**config.mk**
```make
export PLATFORM = sky130hd
export DESIGN_NAME = kfs_ctrl
export DESIGN_NICKNAME = d
export VERILOG_FILES = /design/src/hdl/kfs_pkg.sv /design/src/hdl/kfs_ctrl.sv
export SDC_FILE = /design/constraint.sdc
export NUM_CORES = 1
export LEC_CHECK = 0
export BUFFER_PORTS_ARGS = -buffer_cell sky130_fd_sc_hd__buf_4
export CAP_MARGIN = 40
export CORE_AREA = 2 2 48 94
export CTS_CLUSTER_DIAMETER = 200
export CTS_CLUSTER_SIZE = 14
export DETAILED_ROUTE_END_ITERATION = 8
export DIE_AREA = 0 0 50 96
export GPL_ROUTABILITY_DRIVEN = 0
export PLACE_DENSITY_LB_ADDON = 0.08
export SKIP_LAST_GASP = 1
export SLEW_MARGIN = 20
export SYNTH_ARGS = -nofsm -noshare
export SYNTH_HDL_FRONTEND = slang
export SYNTH_SLANG_ARGS = --single-unit
```
**constraint.sdc**
```tcl
create_clock -name clk -period 2.13 [get_ports clk]
set_clock_uncertainty 0.1 [all_clocks]
set_input_delay 0.1065 -clock clk [delete_from_list [all_inputs] [get_ports clk]]
set_output_delay 0.1065 -clock clk [all_outputs]
set_load 0.02 [all_outputs]
```
**src/hdl/kfs_pkg.sv**
```systemverilog
package kfs_pkg;

	localparam int FRAC_BITS_DEF = 16;
	localparam int CFG_IDX_W = 3;
	localparam int CFG_DATA_W = 64;
	localparam int PC_W = 5;

	typedef enum logic [CFG_IDX_W-1:0] {
		CFG_SYS = 3'd0,
		CFG_IO  = 3'd1,
		CFG_PN  = 3'd2,
		CFG_RN  = 3'd3,
		CFG_IC  = 3'd4
	} cfg_idx_t;

	typedef enum logic [5:0] {
		R_X0 = 6'd0, R_X1, R_P00, R_P01, R_P10, R_P11,
		R_XH0, R_XH1, R_AP00, R_AP01, R_AP10, R_AP11,
		R_PH00, R_PH01, R_PH10, R_PH11, R_CX, R_E, R_PHC0, R_PHC1, R_S,
		R_K0, R_K1, R_M00, R_M01, R_M10, R_M11, R_BU0, R_BU1,
		K_ZERO = 6'd32, K_ONE, K_MONE, K_ONEF,
		K_A00, K_A01, K_A10, K_A11, K_B0, K_B1, K_C0, K_C1,
		K_Q00, K_Q01, K_Q10, K_Q11, K_RF, K_U, K_Y
	} opnd_t;

	typedef enum logic [1:0] {SH_Q12, SH_FRAC, SH_NONE} shift_t;
	typedef enum logic {UOP_MAC, UOP_DIV} uop_kind_t;

	typedef struct packed {
		uop_kind_t kind;
		opnd_t     dst;
		opnd_t     a;
		opnd_t     b;
		opnd_t     c;
		opnd_t     d;
		opnd_t     add;
		shift_t    sh;
		logic      neg;
	} uop_t;

	localparam logic [PC_W-1:0] PC_DIV0 = 5'd17;
	localparam logic [PC_W-1:0] PC_LAST = 5'd28;

	typedef struct packed {
		logic   load_in;
		logic   rd_en;
		opnd_t  addr_a;
		opnd_t  addr_b;
		logic   mul_en;
		logic   acc_en;
		logic   sum_en;
		logic   wr_en;
		logic   div_start;
		logic   div_wr;
		opnd_t  wr_addr;
		shift_t sh;
		logic   neg;
		logic   clr_rst;
		logic   out_ld;
		logic   sing;
	} cmd_t;

	typedef struct packed {
		logic s_zero;
		logic div_done;
		logic out_busy;
	} sts_t;

	function automatic uop_t mk(input uop_kind_t kind, input opnd_t dst, input opnd_t a,
			input opnd_t b, input opnd_t c, input opnd_t d, input opnd_t add,
			input shift_t sh, input logic neg);
		uop_t u;
		u.kind = kind;
		u.dst = dst;
		u.a = a;
		u.b = b;
		u.c = c;
		u.d = d;
		u.add = add;
		u.sh = sh;
		u.neg = neg;
		return u;
	endfunction

	function automatic uop_t uop_rom(input logic [PC_W-1:0] pc);
		uop_t u;
		case (pc)
			5'd0: u = mk(UOP_MAC, R_BU0, K_B0, K_U, K_ZERO, K_ZERO, K_ZERO, SH_Q12, 1'b0);
			5'd1: u = mk(UOP_MAC, R_BU1, K_B1, K_U, K_ZERO, K_ZERO, K_ZERO, SH_Q12, 1'b0);
			5'd2: u = mk(UOP_MAC, R_XH0, K_A00, R_X0, K_A01, R_X1, R_BU0, SH_Q12, 1'b0);
			5'd3: u = mk(UOP_MAC, R_XH1, K_A10, R_X0, K_A11, R_X1, R_BU1, SH_Q12, 1'b0);
			5'd4: u = mk(UOP_MAC, R_AP00, K_A00, R_P00, K_A01, R_P10, K_ZERO, SH_Q12, 1'b0);
			5'd5: u = mk(UOP_MAC, R_AP01, K_A00, R_P01, K_A01, R_P11, K_ZERO, SH_Q12, 1'b0);
			5'd6: u = mk(UOP_MAC, R_AP10, K_A10, R_P00, K_A11, R_P10, K_ZERO, SH_Q12, 1'b0);
			5'd7: u = mk(UOP_MAC, R_AP11, K_A10, R_P01, K_A11, R_P11, K_ZERO, SH_Q12, 1'b0);
			5'd8: u = mk(UOP_MAC, R_PH00, R_AP00, K_A00, R_AP01, K_A01, K_Q00, SH_Q12, 1'b0);
			5'd9: u = mk(UOP_MAC, R_PH01, R_AP00, K_A10, R_AP01, K_A11, K_Q01, SH_Q12, 1'b0);
			5'd10: u = mk(UOP_MAC, R_PH10, R_AP10, K_A00, R_AP11, K_A01, K_Q10, SH_Q12, 1'b0);
			5'd11: u = mk(UOP_MAC, R_PH11, R_AP10, K_A10, R_AP11, K_A11, K_Q11, SH_Q12, 1'b0);
			5'd12: u = mk(UOP_MAC, R_CX, K_C0, R_XH0, K_C1, R_XH1, K_ZERO, SH_Q12, 1'b0);
			5'd13: u = mk(UOP_MAC, R_E, K_Y, K_ONE, R_CX, K_MONE, K_ZERO, SH_NONE, 1'b0);
			5'd14: u = mk(UOP_MAC, R_PHC0, R_PH00, K_C0, R_PH01, K_C1, K_ZERO, SH_Q12, 1'b0);
			5'd15: u = mk(UOP_MAC, R_PHC1, R_PH10, K_C0, R_PH11, K_C1, K_ZERO, SH_Q12, 1'b0);
			5'd16: u = mk(UOP_MAC, R_S, K_C0, R_PHC0, K_C1, R_PHC1, K_RF, SH_Q12, 1'b0);
			5'd17: u = mk(UOP_DIV, R_K0, R_PHC0, K_ZERO, K_ZERO, K_ZERO, K_ZERO, SH_NONE, 1'b0);
			5'd18: u = mk(UOP_DIV, R_K1, R_PHC1, K_ZERO, K_ZERO, K_ZERO, K_ZERO, SH_NONE, 1'b0);
			5'd19: u = mk(UOP_MAC, R_X0, R_K0, R_E, K_ZERO, K_ZERO, R_XH0, SH_FRAC, 1'b0);
			5'd20: u = mk(UOP_MAC, R_X1, R_K1, R_E, K_ZERO, K_ZERO, R_XH1, SH_FRAC, 1'b0);
			5'd21: u = mk(UOP_MAC, R_M00, R_K0, K_C0, K_ZERO, K_ZERO, K_ONEF, SH_Q12, 1'b1);
			5'd22: u = mk(UOP_MAC, R_M01, R_K0, K_C1, K_ZERO, K_ZERO, K_ZERO, SH_Q12, 1'b1);
			5'd23: u = mk(UOP_MAC, R_M10, R_K1, K_C0, K_ZERO, K_ZERO, K_ZERO, SH_Q12, 1'b1);
			5'd24: u = mk(UOP_MAC, R_M11, R_K1, K_C1, K_ZERO, K_ZERO, K_ONEF, SH_Q12, 1'b1);
			5'd25: u = mk(UOP_MAC, R_P00, R_M00, R_PH00, R_M01, R_PH10, K_ZERO, SH_FRAC, 1'b0);
			5'd26: u = mk(UOP_MAC, R_P01, R_M00, R_PH01, R_M01, R_PH11, K_ZERO, SH_FRAC, 1'b0);
			5'd27: u = mk(UOP_MAC, R_P10, R_M10, R_PH00, R_M11, R_PH10, K_ZERO, SH_FRAC, 1'b0);
			5'd28: u = mk(UOP_MAC, R_P11, R_M10, R_PH01, R_M11, R_PH11, K_ZERO, SH_FRAC, 1'b0);
			default: u = mk(UOP_MAC, R_BU0, K_ZERO, K_ZERO, K_ZERO, K_ZERO, K_ZERO,
				SH_NONE, 1'b0);
		endcase
		return u;
	endfunction

endpackage

```
**src/hdl/kfs_ctrl.sv**
```systemverilog
module kfs_ctrl (
	input  logic          clk,
	input  logic          arst_n,
	input  logic          in_valid,
	output logic          busy,
	input  kfs_pkg::sts_t sts,
	output kfs_pkg::cmd_t cmd
);
	import kfs_pkg::*;

	typedef enum logic [3:0] {
		IDLE, READ, MUL1, MUL2, SUM, WRITE, DIV_GO, DIV_WAIT, OUT_RD, OUT_LD
	} state_t;

	state_t          state;
	logic [PC_W-1:0] pc_q;
	logic            sing_q;
	uop_t            u;

	assign u = uop_rom(pc_q);
	assign busy = (state != IDLE);

	always_ff @(posedge clk or negedge arst_n) begin
		if (!arst_n) begin
			state <= IDLE;
			pc_q <= '0;
			sing_q <= 1'b0;
		end else begin
			case (state)
				IDLE: begin
					if (in_valid) begin
						pc_q <= '0;
						sing_q <= 1'b0;
						state <= READ;
					end
				end
				READ: begin
					if (pc_q == PC_DIV0 && sts.s_zero) begin
						sing_q <= 1'b1;
						state <= OUT_RD;
					end else if (u.kind == UOP_DIV) begin
						state <= DIV_GO;
					end else begin
						state <= MUL1;
					end
				end
				MUL1: state <= MUL2;
				MUL2: state <= SUM;
				SUM: state <= WRITE;
				WRITE: begin
					if (pc_q == PC_LAST) begin
						state <= OUT_RD;
					end else begin
						pc_q <= pc_q + PC_W'(1);
						state <= READ;
					end
				end
				DIV_GO: state <= DIV_WAIT;
				DIV_WAIT: begin
					if (sts.div_done) begin
						pc_q <= pc_q + PC_W'(1);
						state <= READ;
					end
				end
				OUT_RD: state <= OUT_LD;
				OUT_LD: begin
					if (!sts.out_busy)
						state <= IDLE;
				end
				default: state <= IDLE;
			endcase
		end
	end

	always_comb begin
		cmd = '0;
		cmd.addr_a = K_ZERO;
		cmd.addr_b = K_ZERO;
		cmd.wr_addr = u.dst;
		cmd.sh = u.sh;
		cmd.neg = u.neg;
		cmd.sing = sing_q;
		case (state)
			IDLE: cmd.load_in = in_valid;
			READ: begin
				cmd.rd_en = 1'b1;
				cmd.addr_a = u.a;
				cmd.addr_b = u.b;
			end
			MUL1: begin
				cmd.mul_en = 1'b1;
				cmd.rd_en = 1'b1;
				cmd.addr_a = u.c;
				cmd.addr_b = u.d;
			end
			MUL2: begin
				cmd.acc_en = 1'b1;
				cmd.mul_en = 1'b1;
				cmd.rd_en = 1'b1;
				cmd.addr_a = u.add;
			end
			SUM: cmd.sum_en = 1'b1;
			WRITE: begin
				cmd.wr_en = 1'b1;
				cmd.clr_rst = (pc_q == PC_LAST);
			end
			DIV_GO: cmd.div_start = 1'b1;
			DIV_WAIT: cmd.div_wr = sts.div_done;
			OUT_RD: begin
				cmd.rd_en = 1'b1;
				cmd.addr_a = R_X0;
				cmd.addr_b = R_X1;
			end
			OUT_LD: cmd.out_ld = !sts.out_busy;
			default: ;
		endcase
	end

`ifndef ASSERT_OFF
	a_singular_skips: assert property (@(posedge clk) disable iff (!arst_n)
		(state == READ && pc_q == PC_DIV0 && sts.s_zero) |=> (state == OUT_RD && sing_q))
		else $error("zero innovation variance did not skip the update");
	a_commit_nonsingular: assert property (@(posedge clk) disable iff (!arst_n)
		cmd.clr_rst |-> !sing_q)
		else $error("covariance committed on a singular step");
	a_div_wait: assert property (@(posedge clk) disable iff (!arst_n)
		(state == DIV_WAIT && !sts.div_done) |=> state == DIV_WAIT)
		else $error("left divide wait before quotient ready");
	a_out_hold: assert property (@(posedge clk) disable iff (!arst_n)
		(state == OUT_LD && sts.out_busy) |=> state == OUT_LD)
		else $error("result dropped while output register busy");
`endif

endmodule

```
==> out/metrics.yaml, run 1 <==
placement:
  dp_hpwl_mm: 6.18
  placed_cells: 411
  place_ws_ns: -0.0475
  io_buffers: 37
  place_area_mm2: 0.00258
routing:
  drtIter0Drc: 206
  viasPerCell: 6.33
  drt_wl_total_mm: 8.55
  wire_per_inst_um: 19.7
  drtPass1Iterations: 5
  vias: 2747
  antenna_left: 0
  drc: 0
clock_tree:
  cts_max_level: 1
  clockRootBuffer: "clkbuf_8"
  cts.sinks: 10
  clock_latency_ns: 0.25
  cts_buffers: 3
  path_clk_slew_ns: 0.06
  cts_tree: "yes"
  clock_tree.buffer_depth: 2
synthesis:
  ys_ff_latch: 10
  synth_edf_count: 0
  ys_seq_area_frac: 0.125
  syn_avg_cell_area_um2: 6.66
  yosysTopAreaCellShare: 0.125
  synth_fp_nets: 316
  ys.flop_type: "dfrtp_1"
  ys_warn_count: 0
  synthTopCellsByArea: "dfrtp_1 (12%), o21ai_0 (9.0%), nor2_1 (6.4%), nand2_1 (5.8%), a21oi_1 (5.7%)"
  synth_cell_types: 63
  synthCells: 301
  async_flop_share: 1.00
  synth_top_cell_by_area: "dfrtp_1"
  synth_area_mm2: 0.00200
cells_and_area:
  final_common_cell: "buf_4"
  nNetsFinal: 398
  stdcell_count: 434
  diodes: 0
  drive_gt1_frac: 0.440
  area_growth_pct: 50.5
  num-fill-cells: 330
  layout_common_cells: "buf_4 (97), o21ai_0 (30), nor2_1 (29), nand2_1 (29), a21oi_1 (20)"
  design_area_mm2: 0.00302
sta:
  setup_violations: 9
  hold_viol: 0
  slew_viol_final: 0
  layout_min_cycle_time_ns: 2.25
  post-route-period-util: 1.06
  holdWs_ns: 0.0945
  setup_ws_ns: -0.122
  rsz0062_at_grt: "true"
  max_freq_mhz: 444
power_and_ir_drop:
  pwr-share-comb: 0.843
  powerDensity_mw_per_mm2: 1290
  seqPwrFrac: 0.092
  p_leak_nw: 1.35
  power_switching_mw: 2.03
  ir_drop_mv: 0.967
  power_switching_share: 0.520
  power_frac_clock: 0.064
  intPower_mw: 1.88
worst_setup_path:
  reg2reg_slack_ns: 0.11
  crit_fanout: 4
  path_delay_family: "multiplexers"
  worstPathArrival_ns: 2.05
  regToRegStartpoint: "pc_q[1]"
  crit_buf_inv: 2
  start_kind: "flip-flop"
  cp.required_ns: 1.92
  slowest_stage: "mux4_2"
  rr_worst_depth: 8
  path_cells: "buf_6 > ha_4 > mux2_4 > mux4_2 > nand2_2 > nand3_1 > buf_6"
  regToRegEndpoint: "state[1]"
  cp_common_cell: "buf_6"
  crit_path_end_kind: "output pin"
  max_stage_delay_ns: 0.50
  critPathKind: "reg -> out"
grt:
  grt_pass1_vias: 2622
  globalRouteTotalUtil: 0.344
  grt_max_degree: 18
  grt_pass1_wl_mm: 12.6
  grt_antenna_before_repair: 0
  grt_overflow: 0
hold_path:
  whs_path_depth: 4
  hp-class: "in -> reg"
  worstHoldStart: "sts[1]"
  hold_end: "state[1]"
flow_run:
  maxCapViolations: 0
floorplanning:
  die-area_mm2: 0.00480
  ioPinCount: 39
  rows: 33
  die_h_um: 96
  die_w_um: 50
  core_mm2: 0.00409
  initial_utilization: 0.490
status:
  status: "finished, violations left"
  violations: "negative setup slack"
[state kept, by name, indices dropped and copies added (netlist names)]
name,flops
state,4
sing_q,1
pc_q,5
[tightest hold or removal path, stage by stage]
cell     delay [ns]
buf_4          0.11
o21ai_0        0.07
nand2_1        0.06
a21oi_1        0.06
[worst max path at each step]
stage / slack, ns / start / cells after the start / endpoint
after CTS: -0.05 / pc_q[0] / 7 / cmd[25]
after global placement: -0.05 / pc_q[0] / 8 / cmd[24]
after detailed placement: -0.05 / pc_q[0] / 8 / cmd[24]
final: -0.12 / pc_q[0] / 7 / cmd[25]
after global routing: -0.15 / pc_q[0] / 9 / cmd[18]
after floorplan: 0.02 / pc_q[0] / 9 / pc_q[0]
[through the flow]
step,utilization,power (mW),TNS (ns)
after detailed placement,0.631,3.14,-0.0475
after global routing,0.738,4.11,-1.17
after global placement,0.631,3.11,-0.0509
after CTS,0.687,3.59,-0.116
after floorplan,-,1.98,0
final,0.738,3.90,-0.384
[routing by layer]
metal,global-route usage,vias to the layer above,share of wire
met5,0,-,0
met4,0.225,0,0.073
met3,0.0186,57,0.060
met2,0.671,178,0.54
met1,0.335,1268,0.33
li1,-,1244,-
[cell type report]
| class | instances | area [um^2] | area share |
|---|---|---|---|
| Multi-Input combinational cell | 248 | 1750 | 0.579 |
| Timing Repair Buffer | 107 | 837 | 0.277 |
| Sequential cell | 10 | 255 | 0.0846 |
| Tap cell | 52 | 65.1 | 0.0216 |
| Inverter | 13 | 56.3 | 0.0187 |
| Clock buffer | 4 | 55.1 | 0.0182 |
[synth_stat cells (all sizes together), types with 3 or more instances]
cell type	number
and3	5
a21boi	3
nor3	9
nand3	10
o21ai	40
nand2b	4
a31oi	5
nand2	31
clkbuf	10
ha	9
nor2	38
nor2b	6
inv	12
buf	20
a22oi	3
or3	4
o22ai	4
and2	4
nor4	4
dfrtp	10
mux2i	4
a21o	3
a21oi	23
mux2	3
[timing repair]
item / 4_1_cts / 5_1_grt
cloned: 1 / 0
pin swaps: 7 / 10
gates resized for setup: 35 / 31
hold buffers: 1 / 0
setup endpoints to repair: 14 / 12
buffers inserted: 5 / 12
hold endpoints to repair: 10 / 0
[power groups by stage]
stage                     Sequential [mW]  Clock [mW]  Combinational, mW
after global routing                0.369       0.257               3.49
after global placement              0.346           0               2.76
after detailed placement            0.349           0               2.79
final                               0.361       0.250               3.29
after CTS                           0.355       0.251               2.99
after floorplan                     0.285           0               1.69
[cells by family after synthesis]
| family | Yosys count | synth area share |
|---|---|---|
| buffers and inverters | 43 | 0.103 |
| adders and majority gates | 9 | 0.0562 |
| muxes | 8 | 0.0518 |
| AOI/OAI and AO/OA | 104 | 0.330 |
| DFF | 10 | 0.125 |
| and+or+nand+nor | 122 | 0.315 |
| xor gates and xnor gates | 4 | 0.0175 |
| other | 1 | 0.00187 |
No activity file was read; power rests on OpenSTA's default activity.
==> inputs of run 2 (changes only) <==
CORE_AREA = 2 2 56 80   (was 2 2 48 94)
DIE_AREA = 0 0 58 82   (was 0 0 50 96)
==> out/metrics.yaml, run 2 (synthesis results as in run 1) <==
clock_tree:
  path_clk_slew_ns: 0.05
  cts_buffers: 3
  cts_tree: "yes"
  clock_tree.buffer_depth: 2
  cts.sinks: 10
  cts_max_level: 1
  clockRootBuffer: "clkbuf_8"
  clock_latency_ns: 0.24
routing:
  vias: 2745
  drtIter0Drc: 285
  viasPerCell: 6.55
  drtPass1Iterations: 5
  drt_wl_total_mm: 8.31
  wire_per_inst_um: 19.8
  drc: 0
  antenna_left: 0
sta:
  max_freq_mhz: 447
  layout_min_cycle_time_ns: 2.24
  post-route-period-util: 1.05
  holdWs_ns: 0.106
  rsz0062_at_grt: "true"
  setup_violations: 6
  finalSetupTns_ns: -0.369
  slew_viol_final: 0
  setup_ws_ns: -0.106
  hold_viol: 0
cells_and_area:
  nNetsFinal: 390
  final_common_cell: "buf_4"
  post-route-util: 0.739
  layout_common_cells: "buf_4 (85), nand2_1 (29), nor2_1 (27), o21ai_0 (27), a21oi_1 (21)"
  num-fill-cells: 319
  design_area_mm2: 0.00300
  stdcell_count: 419
  largest_reg_flops: 5
  area_growth_pct: 49.8
  reg_top3: "pc_q (5), state (4), sing_q (1)"
  largest-register: "pc_q"
  diodes: 0
  drive_gt1_frac: 0.441
status:
  status: "finished, violations left"
  violations: "negative setup slack"
worst_setup_path:
  crit_fanout: 5
  slowest_stage: "dfrtp_1"
  start_kind: "flip-flop"
  crit_path_end_kind: "output pin"
  worstPathArrival_ns: 2.03
  critPathKind: "reg -> out"
  max_stage_delay_ns: 0.39
  path_cells: "buf_6 > ha_2 > buf_4 > and2_1 > o21ai_0 > o21ai_0 > buf_4"
  cp.required_ns: 1.92
power_and_ir_drop:
  powerDensity_mw_per_mm2: 1260
  ir_drop_mv: 1.08
  power_mw: 3.79
  p_leak_nw: 1.32
grt:
  grt_pass1_vias: 2465
  grt_max_degree: 23
  globalRouteTotalUtil: 0.334
  grt_pass1_wl_mm: 12.2
  grt_antenna_before_repair: 0
  grt_overflow: 0
floorplanning:
  ioPinCount: 39
  die-area_mm2: 0.00476
  die_w_um: 58
  rows: 28
  initial_utilization: 0.493
  die_h_um: 82
  core_mm2: 0.00406
placement:
  place_ws_ns: 0.0766
  io_buffers: 37
  placed_cells: 397
  dp_hpwl_mm: 5.68
  place_area_mm2: 0.00253
hold_path:
  hp-class: "in -> reg"
flow_run:
  maxCapViolations: 0
run 2: cell count changes in the layout (fill, tap and decap cells not counted), moves of 2 or more:
cell     before  now
nor2_4        3    6
nand3_2       0    2
nor2_1       29   27
ha_2          0    2
buf_4        97   85
o21ai_0      30   27
buf_6         7   10
nor2b_2       0    2
nand3_1      10    8
nor2b_4       2    0
o21ai_1       8   11
run 2: what timing repair did:
action | CTS | global route
hold buffers | 1 | 0
endpoints found under the setup margin | 15 | 13
gates resized for setup | 28 | 51
pin swaps | 3 | 13
hold endpoints to repair | 10 | 0
cloned | 0 | 1
buffers inserted | 12 | 4
run 2: metal layers:
layer | part of all wire | track usage | vias up
met3 | 0.075 | 0.0205 | 51
li1 | - | - | 1229
met2 | 0.52 | 0.626 | 199
met4 | 0.053 | 0.137 | 0
met1 | 0.35 | 0.386 | 1266
met5 | 0 | 0 | -
run 2: power by group:
group	switching [mW]	total, mW	internal, mW
sequential	0.137	0.385	0.247
clock	0.0790	0.242	0.163
combinational	1.78	3.17	1.39
run 2: final timing paths:
check / startpoint / to / slack (ns) / cells after the start
setup / recovery: pc_q[0] / cmd[6] / -0.11 / 7
hold / removal: sts[1] / state[1] / 0.11 / 4
setup reg to reg: pc_q[1] / pc_q[0] / 0.09 / 8
hold reg to reg: sing_q / sing_q / 0.44 / 2
max in group asynchronous: arst_n / pc_q[4] / 1.62 / 2
min in group asynchronous: arst_n / state[3] / 0.15 / 2
run 2: final cells by class:
type	instances	area [um^2]	area share
Sequential cell	10	255	0.0850
Tap cell	45	56.3	0.0188
Inverter	13	56.3	0.0188
Timing Repair Buffer	99	821	0.273
Multi-Input combinational cell	248	1760	0.586
Clock buffer	4	55.1	0.0183
run 2: worst max-delay path, delay by kind of cell (launching register included):
kind                     cells  cell delay [ns]
AO/OA/AOI/OAI                2             0.50
AND/OR/NAND/NOR              1             0.21
adder cells (fa/ha/maj)      1             0.19
buffers and inverters        3             0.49
flip-flops                   1             0.39
